<file path="src/rtl/core/lts_pkg.sv">
`timescale 1ns / 1ps
package lts_pkg;

   // Default sizes of the block.
   localparam int NUM_TOPICS_DEF = 64;
   localparam int VOCAB_SIZE_DEF = 4096;

   // Fixed field widths.
   localparam int WEIGHT_W    = 24;
   localparam int COUNT_W     = 16;
   localparam int ALPHA_W     = 16;
   localparam int FRAC_W      = 16;
   localparam int TOPIC_IDX_W = 10;
   localparam int CA_W        = COUNT_W + 8 + 1;
   localparam int PROD_W      = CA_W + WEIGHT_W;

   // Request codes.
   localparam logic [1:0] REQ_LOAD_WEIGHT = 2'd0;
   localparam logic [1:0] REQ_SET_COUNT   = 2'd1;
   localparam logic [1:0] REQ_SAMPLE      = 2'd2;

   // Result kinds.
   localparam logic KIND_LOAD   = 1'b0;
   localparam logic KIND_SAMPLE = 1'b1;

   localparam logic [ALPHA_W-1:0] ALPHA_RESET = 16'd128;

   typedef struct packed {
      logic [1:0]  req_type;
      logic [11:0] word_id;
      logic [5:0]  topic_index;
      logic [23:0] load_value;
      logic [15:0] rand_fraction;
   } lts_request_type;

   typedef struct packed {
      logic [5:0] new_topic;
      logic       item_kind;
   } lts_response_type;

   // Control broadcast to every cell of the count row.
   typedef struct packed {
      logic                   ring_shift;
      logic                   prefix_shift;
      logic                   dec_en;
      logic                   inc_en;
      logic                   set_en;
      logic [TOPIC_IDX_W-1:0] target;
      logic [COUNT_W-1:0]     set_count;
   } lts_cell_ctrl_type;

   typedef enum logic [2:0] {
      ST_IDLE,
      ST_DEC,
      ST_ACC,
      ST_THR_MUL,
      ST_THR_ADD,
      ST_SCAN,
      ST_INC
   } lts_state_type;

endpackage

</file>
<file path="src/rtl/core/lts_cell.sv">
`timescale 1ns / 1ps
module lts_cell #(
   parameter int CELL_IDX = 0,
   parameter int SUM_W    = 55
) (
   input  logic                       clock,
   input  logic                       reset,
   input  lts_pkg::lts_cell_ctrl_type ctrl,
   input  logic [15:0]                count_from_next,
   input  logic [SUM_W-1:0]           prefix_from_next,
   output logic [15:0]                count_out,
   output logic [SUM_W-1:0]           prefix_out
);
   import lts_pkg::*;

   logic               hit;
   logic [COUNT_W-1:0] count_ff;
   logic [COUNT_W-1:0] count_in;
   logic [SUM_W-1:0]   prefix_ff;
   logic [SUM_W-1:0]   prefix_in;

   assign hit = (ctrl.target == TOPIC_IDX_W'(CELL_IDX));

   // Count update: rotate with the ring, or a targeted write, decrement or increment.
   always_comb begin
      count_in = count_ff;
      if (ctrl.ring_shift) begin
         count_in = count_from_next;
      end else if (hit && ctrl.set_en) begin
         count_in = ctrl.set_count;
      end else if (hit && ctrl.dec_en && (count_ff != '0)) begin
         count_in = count_ff - COUNT_W'(1);
      end else if (hit && ctrl.inc_en && (count_ff != '1)) begin
         count_in = count_ff + COUNT_W'(1);
      end
   end

   // Prefix sums move one cell toward the head on each shift.
   assign prefix_in = ctrl.prefix_shift ? prefix_from_next : prefix_ff;

   always_ff @(posedge clock) begin
      if (reset) begin
         count_ff <= '0;
      end else begin
         count_ff <= count_in;
      end
   end

   always_ff @(posedge clock) begin
      prefix_ff <= prefix_in;
   end

   assign count_out  = count_ff;
   assign prefix_out = prefix_ff;

endmodule

</file>
<file path="config.mk">
export PLATFORM = sky130hd
export DESIGN_NAME = lts_cell
export DESIGN_NICKNAME = d
export VERILOG_FILES = /design/src/rtl/core/lts_pkg.sv /design/src/rtl/core/lts_cell.sv
export SDC_FILE = /design/constraint.sdc
export NUM_CORES = 1
export LEC_CHECK = 0
export BUFFER_PORTS_ARGS = -buffer_cell sky130_fd_sc_hd__buf_2
export CORE_MARGIN = 2
export CORE_UTILIZATION = 47
export CTS_BUF_LIST = sky130_fd_sc_hd__clkbuf_4
export CTS_CLUSTER_DIAMETER = 100
export DETAILED_ROUTE_END_ITERATION = 8
export MAX_ROUTING_LAYER = met4
export PLACE_DENSITY = 0.93
export SLEW_MARGIN = 10
export SYNTH_ARGS = -nofsm -noshare
export SYNTH_HDL_FRONTEND = slang
export SYNTH_SLANG_ARGS = --single-unit
</file>
<file path="constraint.sdc">
create_clock -name clock -period 3.3 [get_ports clock]
set_clock_uncertainty 0.2 [all_clocks]
set_input_delay 0.33 -clock clock [delete_from_list [all_inputs] [get_ports clock]]
set_output_delay 0.33 -clock clock [all_outputs]
set_load 0.02 [all_outputs]
</file>
==> results of run 1 <==
-- power groups by stage --
stage / sequential, uW / clock (uW) / combinational, uW
after floorplan: 1170 / 0 / 82.0
after global placement: 1080 / 0 / 365
after detailed placement: 1080 / 0 / 373
after CTS: 1060 / 714 / 429
after global routing: 1080 / 759 / 480
final: 1070 / 715 / 458
-- logic make-up (layout without fill, tap and decap cells) --
group,Yosys count,count (layout),share of synthesized area
multiplexers,4,4,0.0119
adder cells (fa/ha/maj),15,15,0.0564
XOR/XNOR,8,8,0.0203
flip-flops,71,71,0.570
AND/OR/NAND/NOR,93,93,0.144
buffers and inverters,21,297,0.0239
AO/OA/AOI/OAI,91,91,0.174
-- timing repair --
action,in CTS,in global routing
setup endpoints to repair,3,11
pin swaps,0,13
hold buffers,57,0
buffers inserted,5,4
resized for setup,2,43
hold endpoints to repair,57,0
-- worst register-to-register path: stages (launching register included) --
cell	delay, ns
dfxtp_2	0.35
nor4_2	0.26
buf_4	0.17
nand4_1	0.12
nand2_2	0.14
clkinvlp_4	0.13
buf_12	0.16
fa_1	0.41
a21oi_2	0.19
o211a_1	0.23
buf_4	0.14
nor4_1	0.05
o21ai_1	0.29
o311ai_2	0.15
a21oi_1	0.18
-- area by class of cell --
class	instances	area share
clock buffers	9	0.0119
clock inverters	7	0.0212
inverters	10	0.00729
multi-input cells	211	0.279
flip-flops and latches	71	0.348
well taps	99	0.0219
repair buffers	271	0.310
-- flip-flops by register name, indices dropped and copies added (netlist names) --
name and cells:
count_out 16, prefix_out 55
-- placed cells by master, fill, tap and decap left out, drive strengths merged, types with 14 or more instances in the layout --
cell,Yosys,final
o21ai,20,20
buf,3,214
edfxtp,55,55
dlygate4sd3,0,57
nor2,17,17
nand2,32,32
dfxtp,16,16
ha,14,14
a21oi,25,25
-- through the flow --
step                TNS, ns  power, uW  hold slack [ns]  utilization  worst slack, ns
CTS                       0       2200           0.0225        0.760           0.0137
global route         -0.163       2320           0.0453        0.789          -0.0470
global placement    -0.0189       1440            0.307        0.647          -0.0189
detailed placement   -0.532       1450            0.308        0.647           -0.164
finish                    0       2240           0.0373        0.789           0.0711
floorplan                 0       1250            0.229            -            0.159
-- worst min path at each step --
stage                                     from        endpoint  slack [ns]
final                       count_from_next[9]    count_out[9]        0.04
after floorplan            prefix_from_next[0]   prefix_out[0]        0.23
after detailed placement  prefix_from_next[29]  prefix_out[29]        0.31
after global placement    prefix_from_next[51]  prefix_out[51]        0.31
after global routing        count_from_next[9]    count_out[9]        0.05
after CTS                   count_from_next[9]    count_out[9]        0.02
-- per-layer routing --
metal  wire (um)  up-vias  global-route usage
li1            -     1726                   -
met1        5240     1841               0.408
met2        6770      310               0.555
met3        1330       75              0.0930
met4         848        0               0.168
met5           0        -                   -
==> flow_summary.yaml, run 1 <==
run_status:
  status: "completed"
layout:
  drive_gt1_frac: 0.468
  fill_cells: 445
  stdcell_count: 678
  multi_input_area_um2: 1580
  register_area_um2: 1970
  final_area_um2: 5660
  nNetsFinal: 693
  diodes: 0
  areaGrowthSynthToFinish_pct: 63.8
synth:
  yosysTopAreaCell: "edfxtp_1"
  ys.flop_type: "edfxtp_1"
  yosysUniqueCellTypes: 55
  syn_area_per_cell_um2: 11.4
  ys_top_cells_by_area: "edfxtp_1, dfxtp_1, ha_1"
  syn-num-nets: 422
  seq_area_frac_synth: 0.570
  synthCells: 303
  synth_seq_cells: 71
  synth_most_common_cell: "edfxtp_1"
  synth_warnings: 0
  synth_common_cells: "edfxtp_1, nand2_1, a21oi_1"
  async_flop_share: 0
  synth_top_area_share: 0.478
  syn_area_um2: 3460
  synth-edff-count: 55
sta:
  period_needed_ns: 3.23
  max_slew.worst_pin.slew_ns: 1.16
  hold_viol: 0
  maxSlewHeadroom: 0.225
  drv_slew: 0
  fin_crit_sh: 0.978
  setup_viol: 0
  fmax_ghz: 0.310
  rsz0062_at_grt: "yes"
placement:
  placedCellCount: 596
  port_buffers: 174
  gp_congestion: 1.07
  dpl.hpwl_um: 8720
  place_area_um2: 4640
detailed_routing:
  via_per_inst: 5.83
  ant_nets: 0
  drt-pass1-iter-count: 5
  first_iter_violations: 320
  vias: 3952
  routed_wl_um: 14200
  drc_errors: 0
  wl_per_cell_um: 20.9
cts:
  ctsLongestPathBuffers: 2
  numCtsBuffers: 9
  root_buffer: "clkbuf_4"
  cts_num_sinks: 71
  cts_tree: "yes"
  clkTransAtPathRegs_ns: 0.14
  worstSkewPairLatency_ns: 0.41
  h-tree-depth: 3
global_routing:
  grt_pass1_vias: 3873
  gr-total-overflow: 0
  grt_use_total: 0.346
  grt_max_degree: 56
  grt_pass1_wl_um: 21000
  antenna_found_initial: 0
die:
  io_pins: 175
  die_w_um: 89.8
  start_util: 0.482
  die_h_um: 89.8
  core_um2: 7180
  die_area_um2: 8060
  placementRows: 31
hold_path:
  hold_path_class: "primary input to flop"
  hold_depth: 3
critical_path:
  reg2reg_depth: 14
  cp_slowest_cell: "fa_1"
  crit_buf_inv: 4
  worstReg2RegEnd: "count_out[12]"
  crit_path_end: "count_out[12]"
  cp_top_family: "compound AO/OA/AOI/OAI gates"
  reg2reg_slack_ns: 0.07
  crit_cells: 14
  path_cells: "nor4_2 -> buf_4 -> nand4_1 -> nand2_2 -> clkinvlp_4 -> buf_12 -> fa_1 -> a21oi_2 -> o211a_1 -> buf_4 -> nor4_1 -> o21ai_1 -> o311ai_2 -> a21oi_1"
  cp-end-kind: "flop"
  rr_startpoint: "count_out[3]"
  crit_type: "flop to flop"
  startpoint_type: "flop"
  critPathMaxFanout: 6
  required_ns: 3.43
  setup.worst_path.start: "count_out[3]"
  cp_slowest_stage_delay_ns: 0.40
  cp_common_cell: "buf_4"
  crit_arrival_ns: 3.36
job:
  drv_cap: 0
power:
  p_int_uw: 1620
  ir_drop_uv: 227
  cellPowerDensity_nw_per_um2: 396
  p_leak_uw: 0.00246
  clkPwrFrac: 0.319
  p_seq_frac: 0.477
  netSwitchingFraction: 0.277
  power_switching_uw: 621
  power.combinational.fraction: 0.204
Note: power is estimated with default switching activity, not from simulation.
==> run 2: changes to the inputs <==
Settings changed: CORE_MARGIN 2 to unset, RECOVER_POWER set to 50.
==> flow_summary.yaml, run 2 (synthesized netlist as in run 1, its figures left out) <==
hold_path:
  min_to: "count_out[7]"
  hold_depth: 3
  hold_path_startpoint: "count_from_next[7]"
  hold_path_class: "primary input to flop"
placement:
  gp_congestion: 0.903
  dpl.hpwl_um: 8270
  port_buffers: 174
die:
  placementRows: 30
  start_util: 0.498
  die_w_um: 87.8
  die_area_um2: 7710
  core_um2: 6940
  io_pins: 175
  die_h_um: 87.8
power:
  clkPwrFrac: 0.301
  p_int_uw: 1550
  cellPowerDensity_nw_per_um2: 401
  netSwitchingFraction: 0.280
  power_switching_uw: 603
  p_seq_frac: 0.496
  power.combinational.fraction: 0.203
  p_leak_uw: 0.00235
  ir_drop_uv: 207
sta:
  maxSlewHeadroom: -0.827
  rsz0062_at_grt: "yes"
  setup_tns_ns: 0
  max_slew.worst_pin.slew_ns: 2.74
  fin_crit_sh: 0.962
  drv_slew: 56
  fmax_ghz: 0.315
  hold_viol: 0
  setup_viol: 0
  period_needed_ns: 3.17
critical_path:
  path_cells: "nor4_1 -> buf_4 -> nand4_1 -> nand2_2 -> inv_2 -> buf_12 -> ha_1 -> and4_1 -> and2_1 -> a2111oi_1 -> mux2i_1 -> nand3_1 -> o22ai_1"
  cp_slowest_cell: "a2111oi_1"
  crit_arrival_ns: 3.29
  worstReg2RegEnd: "count_out[13]"
  startpoint_type: "flop"
  reg2reg_slack_ns: 0.13
  crit_type: "flop to flop"
  required_ns: 3.42
  rr_startpoint: "count_out[8]"
  critPathMaxFanout: 10
  reg2reg_depth: 13
  cp-end-kind: "flop"
  cp_slowest_stage_delay_ns: 0.42
detailed_routing:
  vias: 3765
  drc_errors: 0
  drt-pass1-iter-count: 5
  first_iter_violations: 209
  ant_nets: 0
  wl_per_cell_um: 19.6
  routed_wl_um: 13000
  via_per_inst: 5.68
layout:
  drive_gt1_frac: 0.380
  largest_reg_flops: 55
  layout.cells.most_common: "buf_2"
  areaGrowthSynthToFinish_pct: 55.5
  register_area_um2: 1970
  multi_input_area_um2: 1440
  fill_cells: 446
  final_cell_mix: "buf_2, dlygate4sd3_1, edfxtp_1, nand2_1, a21oi_1"
  nNetsFinal: 680
  postLayoutCoreUtil: 0.775
job:
  drv_cap: 1
run_status:
  violations: "max-capacitance violations, max-slew violations"
  status: "finished with violations"
cts:
  ctsLongestPathBuffers: 2
  h-tree-depth: 3
  cts_num_sinks: 71
  clkTransAtPathRegs_ns: 0.12
  worstSkewPairLatency_ns: 0.42
  cts_tree: "yes"
  root_buffer: "clkbuf_4"
  numCtsBuffers: 9
global_routing:
  antenna_found_initial: 1
  grt_use_total: 0.352
  grt_pass1_vias: 3630
  grt_max_degree: 56
  grt_pass1_wl_um: 19000
  gr-total-overflow: 0
## run 2: worst max-delay path, delay by kind of cell, from the launching register on
kind / cells / cell delay (ns)
compound gates: 2 / 0.50
fa+ha+maj: 1 / 0.38
flops: 1 / 0.36
simple gates: 6 / 1.07
buf+inv: 3 / 0.41
mux: 1 / 0.15
## run 2: final cells by class
type                    count  share of cell area
flip-flops and latches     71               0.367
repair buffers            258               0.306
multi-input cells         211               0.268
well taps                  96              0.0223
clock buffers              11              0.0154
clock inverters             5              0.0151
inverters                  10             0.00698
diodes                      1            0.000465
## run 2: power by group through the flow
stage	sequential [uW]	combinational [uW]	clock [uW]
3_3_place_gp	1080	360	0
5_1_grt	1080	463	690
2_1_floorplan	1170	82.0	0
4_1_cts	1060	425	651
6_report	1070	437	649
3_5_place_dp	1080	367	0
## run 2: through the flow
stage               instance area (um^2)  hold slack [ns]  total power, uW  setup WS [ns]  instances
finish                              5380           0.0250             2160          0.127        663
global route                        5380           0.0234             2230       -0.00566        663
CTS                                 5350          0.00903             2130         0.0686        661
detailed placement                  4600            0.305             1450         0.0281        586
global placement                    4600            0.301             1440         0.0869        586
floorplan                           3460            0.229             1250          0.159        303
## run 2: layer usage
layer | vias to the layer above | share of wire | track usage
met3 | 47 | 0.10 | 0.0697
met5 | - | 0 | -
met2 | 271 | 0.50 | 0.598
li1 | 1697 | - | -
met4 | 0 | 0.034 | 0.164
met1 | 1750 | 0.37 | 0.400
## run 2: how the worst max path moves through the flow
| stage | startpoint | endpoint | slack (ns) | cells past startpoint |
|---|---|---|---|---|
| after floorplan | count_out[0] | count_out[14] | 0.16 | 11 |
| after global routing | count_out[8] | count_out[14] | -0.006 | 12 |
| after CTS | count_out[0] | count_out[13] | 0.07 | 13 |
| after global placement | ctrl[17] | count_out[13] | 0.09 | 13 |
| after detailed placement | ctrl[17] | count_out[14] | 0.03 | 12 |
| final | count_out[8] | count_out[13] | 0.13 | 13 |
## run 2: timing repair
item / 4_1_cts / 5_1_grt
setup buffers: 0 / 1
endpoints found under the setup margin: 0 / 8
hold endpoints to repair: 59 / 0
resized for setup: 0 / 10
hold buffers: 59 / 0
==> run 3: changes to the inputs <==
Settings changed: PLACE_DENSITY 0.93 to 0.82, SLEW_MARGIN 10 to unset.
==> flow_summary.yaml, run 3 (synthesized netlist as in run 1, its figures left out) <==
run_status:
  status: "finished with violations"
  violations: "max-capacitance violations, max-slew violations, negative setup slack"
critical_path:
  required_ns: 3.45
  reg2reg_slack_ns: -0.06
  cp-end-kind: "flop"
  startpoint_type: "flop"
  critPathMaxFanout: 7
  crit_arrival_ns: 3.51
  crit_type: "flop to flop"
detailed_routing:
  routed-wl-met2_um: 7000
  highest_layer: "met4"
  wl_met3_um: 1200
  ant_nets: 0
  wl_met1_um: 4990
  first_iter_violations: 363
  via_per_inst: 5.71
  vias: 3840
  drt-pass1-iter-count: 5
  wl_per_cell_um: 20.6
  routed_wl_um: 13800
  drc_errors: 0
global_routing:
  gr-total-overflow: 0
  grt_pass1_wl_um: 19100
  grt_use_total: 0.359
  antenna_found_initial: 0
  grt_pass1_vias: 3700
  grt_max_degree: 56
sta:
  fmax_ghz: 0.298
  fin_crit_sh: 1.02
  finalWorstSetupSlack_ns: -0.0611
  hold_viol: 0
  setup_viol: 4
  drv_slew: 56
  rsz0062_at_grt: "yes"
  max_slew.worst_pin.slew_ns: 2.92
  maxSlewHeadroom: -0.947
  period_needed_ns: 3.36
die:
  start_util: 0.498
  die_h_um: 87.8
  placementRows: 30
  die_area_um2: 7710
  io_pins: 175
  core_um2: 6940
  die_w_um: 87.8
layout:
  areaGrowthSynthToFinish_pct: 62.6
  layout.cells.most_common: "buf_2"
  drive_gt1_frac: 0.432
  final_cell_mix: "buf_2, dlygate4sd3_1, edfxtp_1, buf_4, nand2_1"
  diodes: 0
  stdcell_count: 672
  nNetsFinal: 690
  postLayoutCoreUtil: 0.810
  largest_reg_flops: 55
job:
  drv_cap: 1
power:
  cellPowerDensity_nw_per_um2: 388
  ir_drop_uv: 294
  p_leak_uw: 0.00240
placement:
  port_buffers: 174
  gp_congestion: 0.958
  placedCellCount: 594
  dpl.hpwl_um: 8590
cts:
  worstSkewPairLatency_ns: 0.43
  root_buffer: "clkbuf_4"
  cts_tree: "yes"
  h-tree-depth: 3
  clkTransAtPathRegs_ns: 0.13
  cts_num_sinks: 71
  ctsLongestPathBuffers: 2
  numCtsBuffers: 9
hold_path:
  hold_path_class: "primary input to flop"
==> run 3: cell types whose count changed in the layout (fill, tap and decap cells not counted), sizes merged <==
cell,before,now
buf,185,202
clkbuf,25,18
clkinv,1,2
clkinvlp,1,3
diode,1,0
dlygate4sd3,59,57
inv,11,10
==> run 3: per-layer routing <==
metal	track usage	vias up
met2	0.572	280
met3	0.0735	61
met5	-	-
met1	0.423	1778
met4	0.203	0
li1	-	1721
==> run 3: timing repair <==
item                                    in CTS  in global routing
hold endpoints to repair                    56                  1
buffers inserted                             0                  5
endpoints found under the setup margin       2                  8
hold buffers                                56                  1
gates resized for setup                      2                 33
pin swaps                                    0                  7
==> run 3: worst max-delay path, stage by stage (launching register included) <==
cell and delay (ns):
dfxtp_2 0.38, nor4_4 0.39, nand4_1 0.18, nand2_2 0.14, clkinvlp_4 0.19, buf_4 0.19
ha_4 0.29, o211ai_1 0.12, o211ai_1 0.34, buf_4 0.17, nand2_1 0.05, xor2_1 0.16
a221o_1 0.35, a21oi_1 0.13
==> run 3: final timing paths <==
path	from	endpoint	depth (start not counted)
setup reg to reg	count_out[12]	count_out[7]	13
hold / removal	count_from_next[10]	count_out[10]	3
hold reg to reg	count_out[10]	count_out[10]	2
setup / recovery	count_out[12]	count_out[7]	13
==> run 3: report_power, final <==
group          total, uW  switching (uW)  internal (uW)
Clock                654             346            308
Combinational        459             258            201
Sequential          1070            33.4           1040
Total               2180             637           1550
==> run 3: cell type report <==
class	instances	area (um^2)
Fill cell	421	1320
Clock inverter	7	96.3
Sequential cell	71	1970
Timing Repair Buffer	268	1710
Inverter	10	41.3
Tap cell	96	120
Multi-Input combinational cell	211	1620
Clock buffer	9	67.6
==> run 3: through the flow <==
step / hold slack [ns] / setup TNS [ns] / area [um^2] / total power [uW] / setup slack [ns]
6_report: 0.0193 / -0.185 / 5620 / 2180 / -0.0611
5_1_grt: 0.0255 / -1.22 / 5620 / 2260 / -0.174
4_1_cts: 0.0147 / 0 / 5380 / 2130 / 0.0343
3_5_place_dp: 0.308 / -0.0687 / 4640 / 1450 / -0.0572
3_3_place_gp: 0.304 / -0.148 / 4640 / 1440 / -0.130
2_1_floorplan: 0.229 / 0 / 3460 / 1250 / 0.159
